### config.mk
export PLATFORM = sky130hd
export DESIGN_NAME = opacity_weighted_splat_merge
export DESIGN_NICKNAME = d
export VERILOG_FILES = /design/src/hw/rtl/owsm_pkg.sv /design/src/hw/rtl/opacity_weighted_splat_merge.sv
export SDC_FILE = /design/constraint.sdc
export NUM_CORES = 2
export LEC_CHECK = 0
export ABC_AREA = 1
export BUFFER_PORTS_ARGS = -buffer_cell sky130_fd_sc_hd__clkbuf_2
export CORE_ASPECT_RATIO = 0.5
export CORE_UTILIZATION = 32
export CTS_BUF_LIST = sky130_fd_sc_hd__clkbuf_16
export CTS_CLUSTER_DIAMETER = 150
export DETAILED_ROUTE_END_ITERATION = 8
export SLEW_MARGIN = 20
export SYNTH_ARGS = -nofsm -noshare
export SYNTH_HDL_FRONTEND = slang
export SYNTH_SLANG_ARGS = --single-unit
### constraint.sdc
create_clock -name clk -period 15.9 [get_ports clk]
set_input_delay 1.59 -clock clk [delete_from_list [all_inputs] [get_ports clk]]
set_output_delay 1.59 -clock clk [all_outputs]
set_load 0.03 [all_outputs]
### src/hw/rtl/owsm_pkg.sv
// Shared constants for the opacity-weighted splat merge block.
package owsm_pkg;

    // Field formats
    localparam int COMP_W  = 32;                // Q16.16 component
    localparam int ALPHA_W = 16;                // Q1.15 opacity
    localparam int NCOMP   = 9;                 // position, color, scale
    localparam int MUL_W   = COMP_W + ALPHA_W;  // exact component * alpha

    // Sequencer counter widths
    localparam int IDX_W  = $clog2(NCOMP + 2);  // accumulate pass, NCOMP + 2 slots
    localparam int CI_W   = $clog2(NCOMP);      // component index
    localparam int STEP_W = $clog2(COMP_W);     // quotient bit counter

    // Fixed-point unity values
    localparam logic [16:0]        ONE_Q16 = 17'h10000;
    localparam logic [ALPHA_W-1:0] ONE_Q15 = 16'h8000;

    // Default group limit
    localparam int MAX_GROUP_DEF = 64;

endpackage

### src/hw/rtl/opacity_weighted_splat_merge.sv
// Opacity-weighted splat merge: one shared multiplier and one divider step under a sequencer.
//
// Splats arrive one transaction at a time on the input channel; each is held
// while the single 33x18 multiplier forms the nine component * alpha
// products and the transparency update, one per cycle, with a register between
// multiply and accumulate. A splat marked last then starts the group merge:
// nine restoring divisions of the weighted sums by the total opacity run one
// after another on a shared subtract/compare step. The merged splat sits in an
// output register; the next splat is accepted while it waits to be taken, and
// only the end of the following group waits on it. Splats beyond MAX_GROUP in
// a group are dropped and reported through group_overflow.
module opacity_weighted_splat_merge
    import owsm_pkg::*;
#(
    parameter int MAX_GROUP = MAX_GROUP_DEF
)
(
    input  logic                      clk,
    input  logic                      rst_n,

    // Input channel
    input  logic                      in_valid,
    output logic                      in_stall,
    input  logic signed [COMP_W-1:0]  pos_x,
    input  logic signed [COMP_W-1:0]  pos_y,
    input  logic signed [COMP_W-1:0]  pos_z,
    input  logic signed [COMP_W-1:0]  color_r,
    input  logic signed [COMP_W-1:0]  color_g,
    input  logic signed [COMP_W-1:0]  color_b,
    input  logic signed [COMP_W-1:0]  size_x,
    input  logic signed [COMP_W-1:0]  size_y,
    input  logic signed [COMP_W-1:0]  size_z,
    input  logic        [ALPHA_W-1:0] alpha,
    input  logic                      last_in_group,

    // Output channel
    output logic                      out_valid,
    input  logic                      out_stall,
    output logic signed [COMP_W-1:0]  merged_x,
    output logic signed [COMP_W-1:0]  merged_y,
    output logic signed [COMP_W-1:0]  merged_z,
    output logic signed [COMP_W-1:0]  merged_r,
    output logic signed [COMP_W-1:0]  merged_g,
    output logic signed [COMP_W-1:0]  merged_b,
    output logic signed [COMP_W-1:0]  merged_sx,
    output logic signed [COMP_W-1:0]  merged_sy,
    output logic signed [COMP_W-1:0]  merged_sz,
    output logic        [ALPHA_W-1:0] merged_alpha,
    output logic                      group_overflow
);

    // Widths that follow from the group limit
    localparam int CNT_W = $clog2(MAX_GROUP + 1);
    localparam int TOT_W = ALPHA_W + CNT_W;
    localparam int SUM_W = MUL_W + CNT_W;

    // Sequencer states
    localparam logic [2:0] S_IDLE  = 3'd0;
    localparam logic [2:0] S_ACC   = 3'd1;
    localparam logic [2:0] S_DLOAD = 3'd2;
    localparam logic [2:0] S_DSTEP = 3'd3;
    localparam logic [2:0] S_FIN   = 3'd4;

    logic [2:0]               state_reg;
    logic [IDX_W-1:0]         idx_reg;
    logic [CI_W-1:0]          div_idx_reg;
    logic [STEP_W-1:0]        step_reg;

    // Held input transaction
    logic [COMP_W-1:0]        comp_reg [NCOMP];
    logic [ALPHA_W-1:0]       alpha_reg;
    logic                     last_reg;

    // Group accumulators
    logic [SUM_W-1:0]         sums_reg [NCOMP];
    logic [TOT_W-1:0]         total_reg;
    logic [16:0]              prod_reg;
    logic [CNT_W-1:0]         cnt_reg;
    logic                     ovf_reg;

    // Shared multiplier result
    logic signed [50:0]       mul_reg;

    // Divider state
    logic [TOT_W-1:0]         rem_reg;
    logic [COMP_W-1:0]        qsh_reg;
    logic                     neg_reg;
    logic [COMP_W-1:0]        quot_reg [NCOMP];

    // Output registers
    logic                     out_valid_reg;
    logic [COMP_W-1:0]        merged_reg [NCOMP];
    logic [ALPHA_W-1:0]       merged_alpha_reg;
    logic                     group_overflow_reg;

    // Combinational helpers
    logic                     in_fire;
    logic                     out_free;
    logic                     grp_full;
    logic                     mul_comp;
    logic [CI_W-1:0]          mul_sel;
    logic [CI_W-1:0]          acc_idx;
    logic [ALPHA_W-1:0]       alpha_clamp;
    logic [16:0]              transp;
    logic signed [32:0]       mul_a;
    logic signed [17:0]       mul_b;
    logic signed [50:0]       mul_next;
    logic [SUM_W-1:0]         mul_ext;
    logic [SUM_W-1:0]         sum_rd;
    logic [SUM_W-1:0]         sum_mag;
    logic [TOT_W-1:0]         div_d;
    logic [TOT_W:0]           rem_sh;
    logic                     rem_ge;
    logic [TOT_W-1:0]         rem_next;
    logic [COMP_W-1:0]        qsh_next;
    logic [COMP_W-1:0]        q_signed;
    logic [16:0]              alpha_diff;

    // Handshake
    assign in_stall = (state_reg != S_IDLE);
    assign in_fire  = in_valid && !in_stall;
    assign out_free = !out_valid_reg || !out_stall;
    assign grp_full = (cnt_reg >= CNT_W'(MAX_GROUP));

    // Multiplier operand select: components first, transparency last
    assign mul_comp    = (idx_reg < IDX_W'(NCOMP));
    assign mul_sel     = mul_comp ? idx_reg[CI_W-1:0] : '0;
    assign acc_idx     = idx_reg[CI_W-1:0] - CI_W'(1);
    assign alpha_clamp = (alpha_reg > ONE_Q15) ? ONE_Q15 : alpha_reg;
    assign transp      = ONE_Q16 - {alpha_clamp, 1'b0};

    always_comb
    begin
        if (mul_comp)
        begin
            mul_a = $signed({comp_reg[mul_sel][COMP_W-1], comp_reg[mul_sel]});
            mul_b = $signed({2'b00, alpha_reg});
        end
        else
        begin
            mul_a = $signed({16'd0, prod_reg});
            mul_b = $signed({1'b0, transp});
        end
    end

    assign mul_next = mul_a * mul_b;
    assign mul_ext  = {{(SUM_W - MUL_W){mul_reg[MUL_W-1]}}, mul_reg[MUL_W-1:0]};

    // Divider step: magnitude long division, 32 quotient bits
    assign sum_rd   = sums_reg[div_idx_reg];
    assign sum_mag  = sum_rd[SUM_W-1] ? (SUM_W'(0) - sum_rd) : sum_rd;
    assign div_d    = (total_reg == '0) ? TOT_W'(1) : total_reg;
    assign rem_sh   = {rem_reg, qsh_reg[COMP_W-1]};
    assign rem_ge   = (rem_sh >= {1'b0, div_d});
    assign rem_next = rem_ge ? TOT_W'(rem_sh - {1'b0, div_d}) : rem_sh[TOT_W-1:0];
    assign qsh_next = {qsh_reg[COMP_W-2:0], rem_ge};
    assign q_signed = neg_reg ? (COMP_W'(0) - qsh_next) : qsh_next;

    assign alpha_diff = ONE_Q16 - prod_reg;

    // Sequencer and control state
    always_ff @(posedge clk or negedge rst_n)
    begin
        if (!rst_n)
        begin
            state_reg     <= S_IDLE;
            idx_reg       <= '0;
            div_idx_reg   <= '0;
            step_reg      <= '0;
            total_reg     <= '0;
            prod_reg      <= ONE_Q16;
            cnt_reg       <= '0;
            ovf_reg       <= 1'b0;
            out_valid_reg <= 1'b0;
            for (int i = 0; i < NCOMP; i++)
            begin
                sums_reg[i] <= '0;
            end
        end
        else
        begin
            // Result valid: set on finish, cleared once taken
            if (state_reg == S_FIN && out_free)
            begin
                out_valid_reg <= 1'b1;
            end
            else if (out_valid_reg && !out_stall)
            begin
                out_valid_reg <= 1'b0;
            end

            unique case (state_reg)
                S_IDLE:
                begin
                    if (in_fire)
                    begin
                        idx_reg     <= '0;
                        div_idx_reg <= '0;
                        if (grp_full)
                        begin
                            // excess splat: flag only
                            ovf_reg   <= 1'b1;
                            state_reg <= last_in_group ? S_DLOAD : S_IDLE;
                        end
                        else
                        begin
                            state_reg <= S_ACC;
                        end
                    end
                end

                S_ACC:
                begin
                    idx_reg <= idx_reg + IDX_W'(1);
                    if (idx_reg != '0)
                    begin
                        if (idx_reg <= IDX_W'(NCOMP))
                        begin
                            sums_reg[acc_idx] <= sums_reg[acc_idx] + mul_ext;
                        end
                        else
                        begin
                            prod_reg <= mul_reg[32:16];
                        end
                    end
                    if (idx_reg == IDX_W'(NCOMP + 1))
                    begin
                        total_reg <= total_reg + TOT_W'(alpha_reg);
                        cnt_reg   <= cnt_reg + CNT_W'(1);
                        state_reg <= last_reg ? S_DLOAD : S_IDLE;
                    end
                end

                S_DLOAD:
                begin
                    step_reg  <= '0;
                    state_reg <= S_DSTEP;
                end

                S_DSTEP:
                begin
                    step_reg <= step_reg + STEP_W'(1);
                    if (step_reg == STEP_W'(COMP_W - 1))
                    begin
                        if (div_idx_reg == CI_W'(NCOMP - 1))
                        begin
                            state_reg <= S_FIN;
                        end
                        else
                        begin
                            div_idx_reg <= div_idx_reg + CI_W'(1);
                            state_reg   <= S_DLOAD;
                        end
                    end
                end

                S_FIN:
                begin
                    if (out_free)
                    begin
                        total_reg     <= '0;
                        prod_reg      <= ONE_Q16;
                        cnt_reg       <= '0;
                        ovf_reg       <= 1'b0;
                        for (int i = 0; i < NCOMP; i++)
                        begin
                            sums_reg[i] <= '0;
                        end
                        state_reg <= S_IDLE;
                    end
                end

                default:
                begin
                    state_reg <= S_IDLE;
                end
            endcase
        end
    end

    // Payload registers: input hold, multiplier, divider, result
    always_ff @(posedge clk)
    begin
        if (in_fire)
        begin
            comp_reg[0] <= pos_x;
            comp_reg[1] <= pos_y;
            comp_reg[2] <= pos_z;
            comp_reg[3] <= color_r;
            comp_reg[4] <= color_g;
            comp_reg[5] <= color_b;
            comp_reg[6] <= size_x;
            comp_reg[7] <= size_y;
            comp_reg[8] <= size_z;
            alpha_reg   <= alpha;
            last_reg    <= last_in_group;
        end

        if (state_reg == S_ACC)
        begin
            mul_reg <= mul_next;
        end

        if (state_reg == S_DLOAD)
        begin
            rem_reg <= sum_mag[SUM_W-1:COMP_W];
            qsh_reg <= sum_mag[COMP_W-1:0];
            neg_reg <= sum_rd[SUM_W-1];
        end
        else if (state_reg == S_DSTEP)
        begin
            rem_reg <= rem_next;
            qsh_reg <= qsh_next;
            if (step_reg == STEP_W'(COMP_W - 1))
            begin
                quot_reg[div_idx_reg] <= q_signed;
            end
        end

        if (state_reg == S_FIN && out_free)
        begin
            for (int i = 0; i < NCOMP; i++)
            begin
                merged_reg[i] <= quot_reg[i];
            end
            merged_alpha_reg   <= alpha_diff[16:1];
            group_overflow_reg <= ovf_reg;
        end
    end

    // Output ports
    assign out_valid      = out_valid_reg;
    assign merged_x       = merged_reg[0];
    assign merged_y       = merged_reg[1];
    assign merged_z       = merged_reg[2];
    assign merged_r       = merged_reg[3];
    assign merged_g       = merged_reg[4];
    assign merged_b       = merged_reg[5];
    assign merged_sx      = merged_reg[6];
    assign merged_sy      = merged_reg[7];
    assign merged_sz      = merged_reg[8];
    assign merged_alpha   = merged_alpha_reg;
    assign group_overflow = group_overflow_reg;

    // Group count never passes the limit
    assert property (@(posedge clk) disable iff (!rst_n)
        cnt_reg <= CNT_W'(MAX_GROUP))
        else $error("group count beyond limit");

    // Partial remainder stays below the divisor through every step
    assert property (@(posedge clk) disable iff (!rst_n)
        (state_reg == S_DSTEP) |-> (rem_reg < div_d))
        else $error("divider remainder out of range");

    // Transparency product never exceeds one
    assert property (@(posedge clk) disable iff (!rst_n)
        (state_reg == S_ACC) |=> (prod_reg <= ONE_Q16))
        else $error("transparency product above one");

    // A result only appears out of the finish state, which clears the group
    assert property (@(posedge clk) disable iff (!rst_n)
        $rose(out_valid_reg) |-> ($past(state_reg) == S_FIN
                                  && total_reg == '0 && cnt_reg == '0))
        else $error("result without group clear");

    // A completed accumulate pass leaves a nonzero group count
    assert property (@(posedge clk) disable iff (!rst_n)
        (state_reg == S_ACC && idx_reg == IDX_W'(NCOMP + 1)) |=> (cnt_reg != '0))
        else $error("accumulate pass did not count splat");

endmodule

Word-level counts from Yosys, hierarchy flattened
Memories as Yosys holds them, arrays and structs flattened.
Cells that the tools add are included.
Word-level totals
  bits in registers: 698
  memory bits (writable): 864
  input port bits: 309
  output and inout bits: 307
  memories kept: 3
Cells by class
  $add $sub $neg: 12
  multipliers: 1
  order comparisons: 8
  equality and inequality tests: 16
  multiplexer cells: 64
  bitwise gates (word level): 2
  reductions and logical operators: 25
Memory list
  comp_reg: words 9, bits a word 32, rd ports 1, clocked after Yosys merged registers in 0, wr ports 9, line opacity_weighted_splat_merge.sv:70  | logic [COMP_W-1:0] comp_reg [NCOMP];
  merged_reg: words 9, bits a word 32, rd ports 9, clocked after Yosys merged registers in 0, wr ports 9, line opacity_weighted_splat_merge.sv:92  | logic [COMP_W-1:0] merged_reg [NCOMP];
  quot_reg: words 9, bits a word 32, rd ports 9, clocked after Yosys merged registers in 0, wr ports 1, line opacity_weighted_splat_merge.sv:88  | logic [COMP_W-1:0] quot_reg [NCOMP];
Operators with widths (count)
  2-to-1 mux 495 bit: 3
  one-hot mux 495 bit (2 select lines): 1
  bitwise mux 495 bit: 1
  binary-select mux 55 bit (select 4 bit): 2
  2-to-1 mux 55 bit: 6
  demux 55 bit (select 4 bit): 1
  2-to-1 mux 23 bit: 6
  2-to-1 mux 32 bit: 3
  2-to-1 mux 17 bit: 4
  adder 55 bit: 1
  subtractor 1 x 55 -> 55 bit (first input constant): 1
  multiplier 33 x 18 -> 48 bit: 1
  one-hot mux 23 bit (2 select lines): 1
  one-hot mux 17 bit (2 select lines): 1
  subtractor 17 bit (first input constant): 2
  2-to-1 mux 33 bit: 1
  subtractor 1 x 32 -> 32 bit (first input constant): 1
  greater-or-equal comparator 24 x 23 -> 1 bit: 1
  adder 23 x 16 -> 23 bit: 1
  logical NOT 23 bit: 1
  subtractor 23 bit: 1
  AND reduction 4 bit: 5
  > comparator 16 bit (second input constant): 1
  2-to-1 mux 16 bit: 1
  36 further kinds: 81

Longest topological paths before layout
  depth after elaboration: 10
  gate-level depth with buffers: 47
  depth with buffers taken out: 40

Least setup slack after synthesis
No wires, ideal clock.
  path kind: in2reg
  from: input in_valid
  to: register idx_reg[0]
  library setup time: 0.140 ns
  data arrival time: 15.626 ns
  required time: 15.760 ns
  path slack: 0.135 ns
  stages on the path: 5
  path buffers: 0
  path through: inv_1 > nor2_1 > inv_1 > nand2_1 > o21ai_0
Between the ends
  cells in the longest elaborated chain, start to end: 3
Ends and longest elaborated chain
  start: declaration: line opacity_weighted_splat_merge.sv:22  | input logic in_valid,
  logical AND 1 bit: line opacity_weighted_splat_merge.sv:121  | assign in_fire = in_valid && !in_stall;
  named net in_fire: line opacity_weighted_splat_merge.sv:97  | logic in_fire;
  != test 2 bit (no source line)
  AND reduction 2 bit (no source line)
  end signal: assignment: line opacity_weighted_splat_merge.sv:214  | idx_reg <= idx_reg + IDX_W'(1);
  end: declaration: line opacity_weighted_splat_merge.sv:65  | logic [IDX_W-1:0] idx_reg;
The timed path passes the listed nets, and every way through them passes these cells.
A chain may end at the register's enable or synchronous reset.

Final worst setup path
  from: register idx_reg[0]
  to: register mul_reg[45], data pin
Between the ends
  cells in the longest elaborated chain, start to end: 5
  elaborated cells on any way between the ends: 6
  classes of those cells: mul (1); order compare (1); mux (3); memory (1)
Ends and longest elaborated chain
  < comparator 4 bit: line opacity_weighted_splat_merge.sv:126  | assign mul_comp = (idx_reg < IDX_W'(NCOMP));
  2-to-1 mux 4 bit: line opacity_weighted_splat_merge.sv:127  | assign mul_sel = mul_comp ? idx_reg[CI_W-1:0] : '0;
  memory read (9 x 32 bit)
  2-to-1 mux 33 bit: line opacity_weighted_splat_merge.sv:134  | if (mul_comp)
  multiplier 33 x 18 -> 48 bit (*): line opacity_weighted_splat_merge.sv:146  | assign mul_next = mul_a * mul_b;
  named net mul_next[45]: line opacity_weighted_splat_merge.sv:107  | logic signed [50:0] mul_next;
  end signal: assignment: line opacity_weighted_splat_merge.sv:301  | mul_reg <= mul_next;
  end: declaration: line opacity_weighted_splat_merge.sv:82  | logic signed [50:0] mul_reg;
Mark *: on every way through the listed nets, which the timed path passes. The rest lies on a longest branch.

==> impl_metrics.env <==
export IMPL_status="complete, no violations"
export IMPL_hp_class="flop to flop"
export IMPL_dieArea_sq_um=289000
export IMPL_yosysSeqAreaShare_pct=48.1
export IMPL_start_util_pct=32.3
export IMPL_setup_viol=0
export IMPL_startpoint="idx_reg[0]$_DFFE_PN0P_"
export IMPL_drive_above_1_share_pct=11.0
export IMPL_hpwl_um=238000
export IMPL_insertion_delay_ps=900
export IMPL_grt_first_pass_wirelength_um=499000
export IMPL_worstHoldStart="quot_reg[5][1]$_DFFE_PP_"
export IMPL_numPortBuffers=615
export IMPL_synth_top_cell_area_share_pct=32.8
export IMPL_synthMostInstantiatedCell="nand2_1"
export IMPL_ctsResizeCount=0
export IMPL_fin_cells=14201
export IMPL_wl_per_cell_um=24.3
export IMPL_fin_crit_ps=11290
export IMPL_syn_cell_area_sq_um=91700
export IMPL_die_w_um=759
export IMPL_hold_buffers=0
export IMPL_syn_inst=9823
export IMPL_multiInputGateArea_sq_um=40900
export IMPL_dieHeight_um=381
export IMPL_avgSynthCellArea_sq_um=9.34
export IMPL_seqCellArea_sq_um=44100
export IMPL_slew_viol_final=0
export IMPL_dr_pass1_iters=8
export IMPL_r2r_start="idx_reg[0]$_DFFE_PN0P_"
export IMPL_clk_root_buffer_cell="clkbuf_16"
export IMPL_postRouteWirelength_um=345000
export IMPL_fin_util_pct=36.5
export IMPL_post_cts_buffers=0
export IMPL_ys_top_cells_by_count="2,188 x nand2_1, 1,267 x inv_1, 1,002 x edfxtp_1"
export IMPL_report_final_hold_viol_count=0
export IMPL_path_common_cell="fa_1"
export IMPL_crit_path_end_kind="flop"
export IMPL_synthDistinctLibCells=65
export IMPL_tritoncts="done"
export IMPL_ant_nets=0
export IMPL_drc=0
export IMPL_tightest_slew_ps=1270
export IMPL_num_fill_cells=28605
export IMPL_cp_top_family="adder cells"
export IMPL_yosysWarnings=0
export IMPL_path_clk_slew_ps=70
export IMPL_numCtsBuffers=153
export IMPL_htree_levels=4
export IMPL_grt_ovfl_total=0
export IMPL_period_share_pct=71.0
export IMPL_final_nets=11333
export IMPL_fin_skew_ps=122
export IMPL_io_pin_count=616
export IMPL_worstPathMaxFanout=61
export IMPL_relSlewSlack_pct=14.8
export IMPL_ys_ff_latch=1562
export IMPL_grt_usage_pct=23.1
export IMPL_clockBufferDepth=4
export IMPL_routed_via_density=5.34
export IMPL_path_class="flop to flop"
export IMPL_ys_top_cells_by_area="edfxtp_1 33%, dfrtp_1 15%, fa_1 11%"
export IMPL_vias=75813
export IMPL_drt_iter0_drc=9360
export IMPL_async_flop_share_pct=35.9
export IMPL_cpPeakStageDelay_ps=810
export IMPL_area_growth_pct=13.0
export IMPL_rsz0062_at_grt="false"
export IMPL_fmax_mhz=88.6
export IMPL_synthFlopType="edfxtp_1"
export IMPL_synth_edf_count=1002
export IMPL_antenna_found_initial=25
export IMPL_drv_cap=0
export IMPL_core_area_sq_um=284000
export IMPL_rows=138
export IMPL_critPathLaunchType="flop"
export IMPL_arrival_ps=11830
export IMPL_grt_start_max_net_pins=180
export IMPL_placed_cells=13912
export IMPL_globalplace_congestion=0.965
export IMPL_critPathRequiredTime_ps=16440
export IMPL_crit_slowest_cell="dfrtp_4"
export IMPL_worst_path_buf_inv=7
export IMPL_grt_pass1_vias=72718
export IMPL_finalSetupTns_ps=0
export IMPL_largest_register_ffs=495
export IMPL_cts_sinks=1562
export IMPL_yosys_area_top_type="edfxtp_1"
metrics by stage:
step	hold slack (ps)	setup WS [ps]	instance area, sq um
finish	335	4610	104000
floorplan	400	135	91800
global route	345	4250	104000
CTS	337	4950	104000
global placement	401	4970	98800
detailed placement	405	4960	98800
kinds of logic after synthesis:
logic type	count (synthesis)	share of synthesized area [%]
AO/OA/AOI/OAI	1741	10.9
multiplexers	5	0.0546
other	1	0.00409
XOR/XNOR	170	1.62
adder cells (fa/ha/maj)	737	14.2
buffers and inverters	1771	7.77
flip-flops	1562	48.1
AND/OR/NAND/NOR	3836	17.4
metal layers:
| metal | wire [um] | vias to the layer above | track usage [%] |
|---|---|---|---|
| met5 | 82 | - | 0 |
| met4 | 18000 | 12 | 10.7 |
| li1 | - | 33510 | - |
| met2 | 153000 | 3993 | 35.8 |
| met1 | 140000 | 37467 | 30.9 |
| met3 | 33600 | 831 | 5.23 |
path summary, 6_finish.rpt:
check / slack, ps / cells past startpoint / end
worst min register to register: 330 / 0 / merged_reg[0][161]$_DFFE_PP_
max in group asynchronous: 12920 / 3 / sums_reg[401]$_DFFE_PN0P_
min in group asynchronous: 820 / 1 / prod_reg[5]$_DFFE_PN0P_
worst max-delay path: 4610 / 31 / mul_reg[45]$_DFFE_PP_
worst min-delay path: 330 / 0 / merged_reg[0][161]$_DFFE_PP_
worst max register to register: 4610 / 31 / mul_reg[45]$_DFFE_PP_
final cells by class:
class / count / share of cell area, %
clock inverters: 109 / 0.793
diodes: 24 / 0.0579
inverters: 1304 / 4.74
flip-flops and latches: 1562 / 42.5
multi-input cells: 6503 / 39.4
repair buffers: 763 / 4.13
well taps: 3780 / 4.56
clock buffers: 156 / 3.76
layout by cell type, fill, tap and decap left out, types with 156 or more instances in the layout:
master,count
edfxtp_1,1002
nand3_1,834
inv_1,1298
nor2_1,595
o22ai_1,187
clkbuf_2,614
fa_1,512
dfrtp_1,556
a21oi_1,504
nand2_1,2186
o21ai_0,677
ha_1,224
clkbuf_16,156
worst register-to-register path: cells and delay by family (launching register included):
| kind | cells | cell delay (ps) |
|---|---|---|
| fa+ha+maj | 8 | 3890 |
| buf+inv | 7 | 2540 |
| simple gates | 11 | 2510 |
| compound gates | 4 | 1160 |
| flops | 1 | 810 |
| xor+xnor | 1 | 110 |
Power is left out: the tool's default activity adds up to more than one toggle a clock period on the data nets, which glitch-free logic cannot reach.
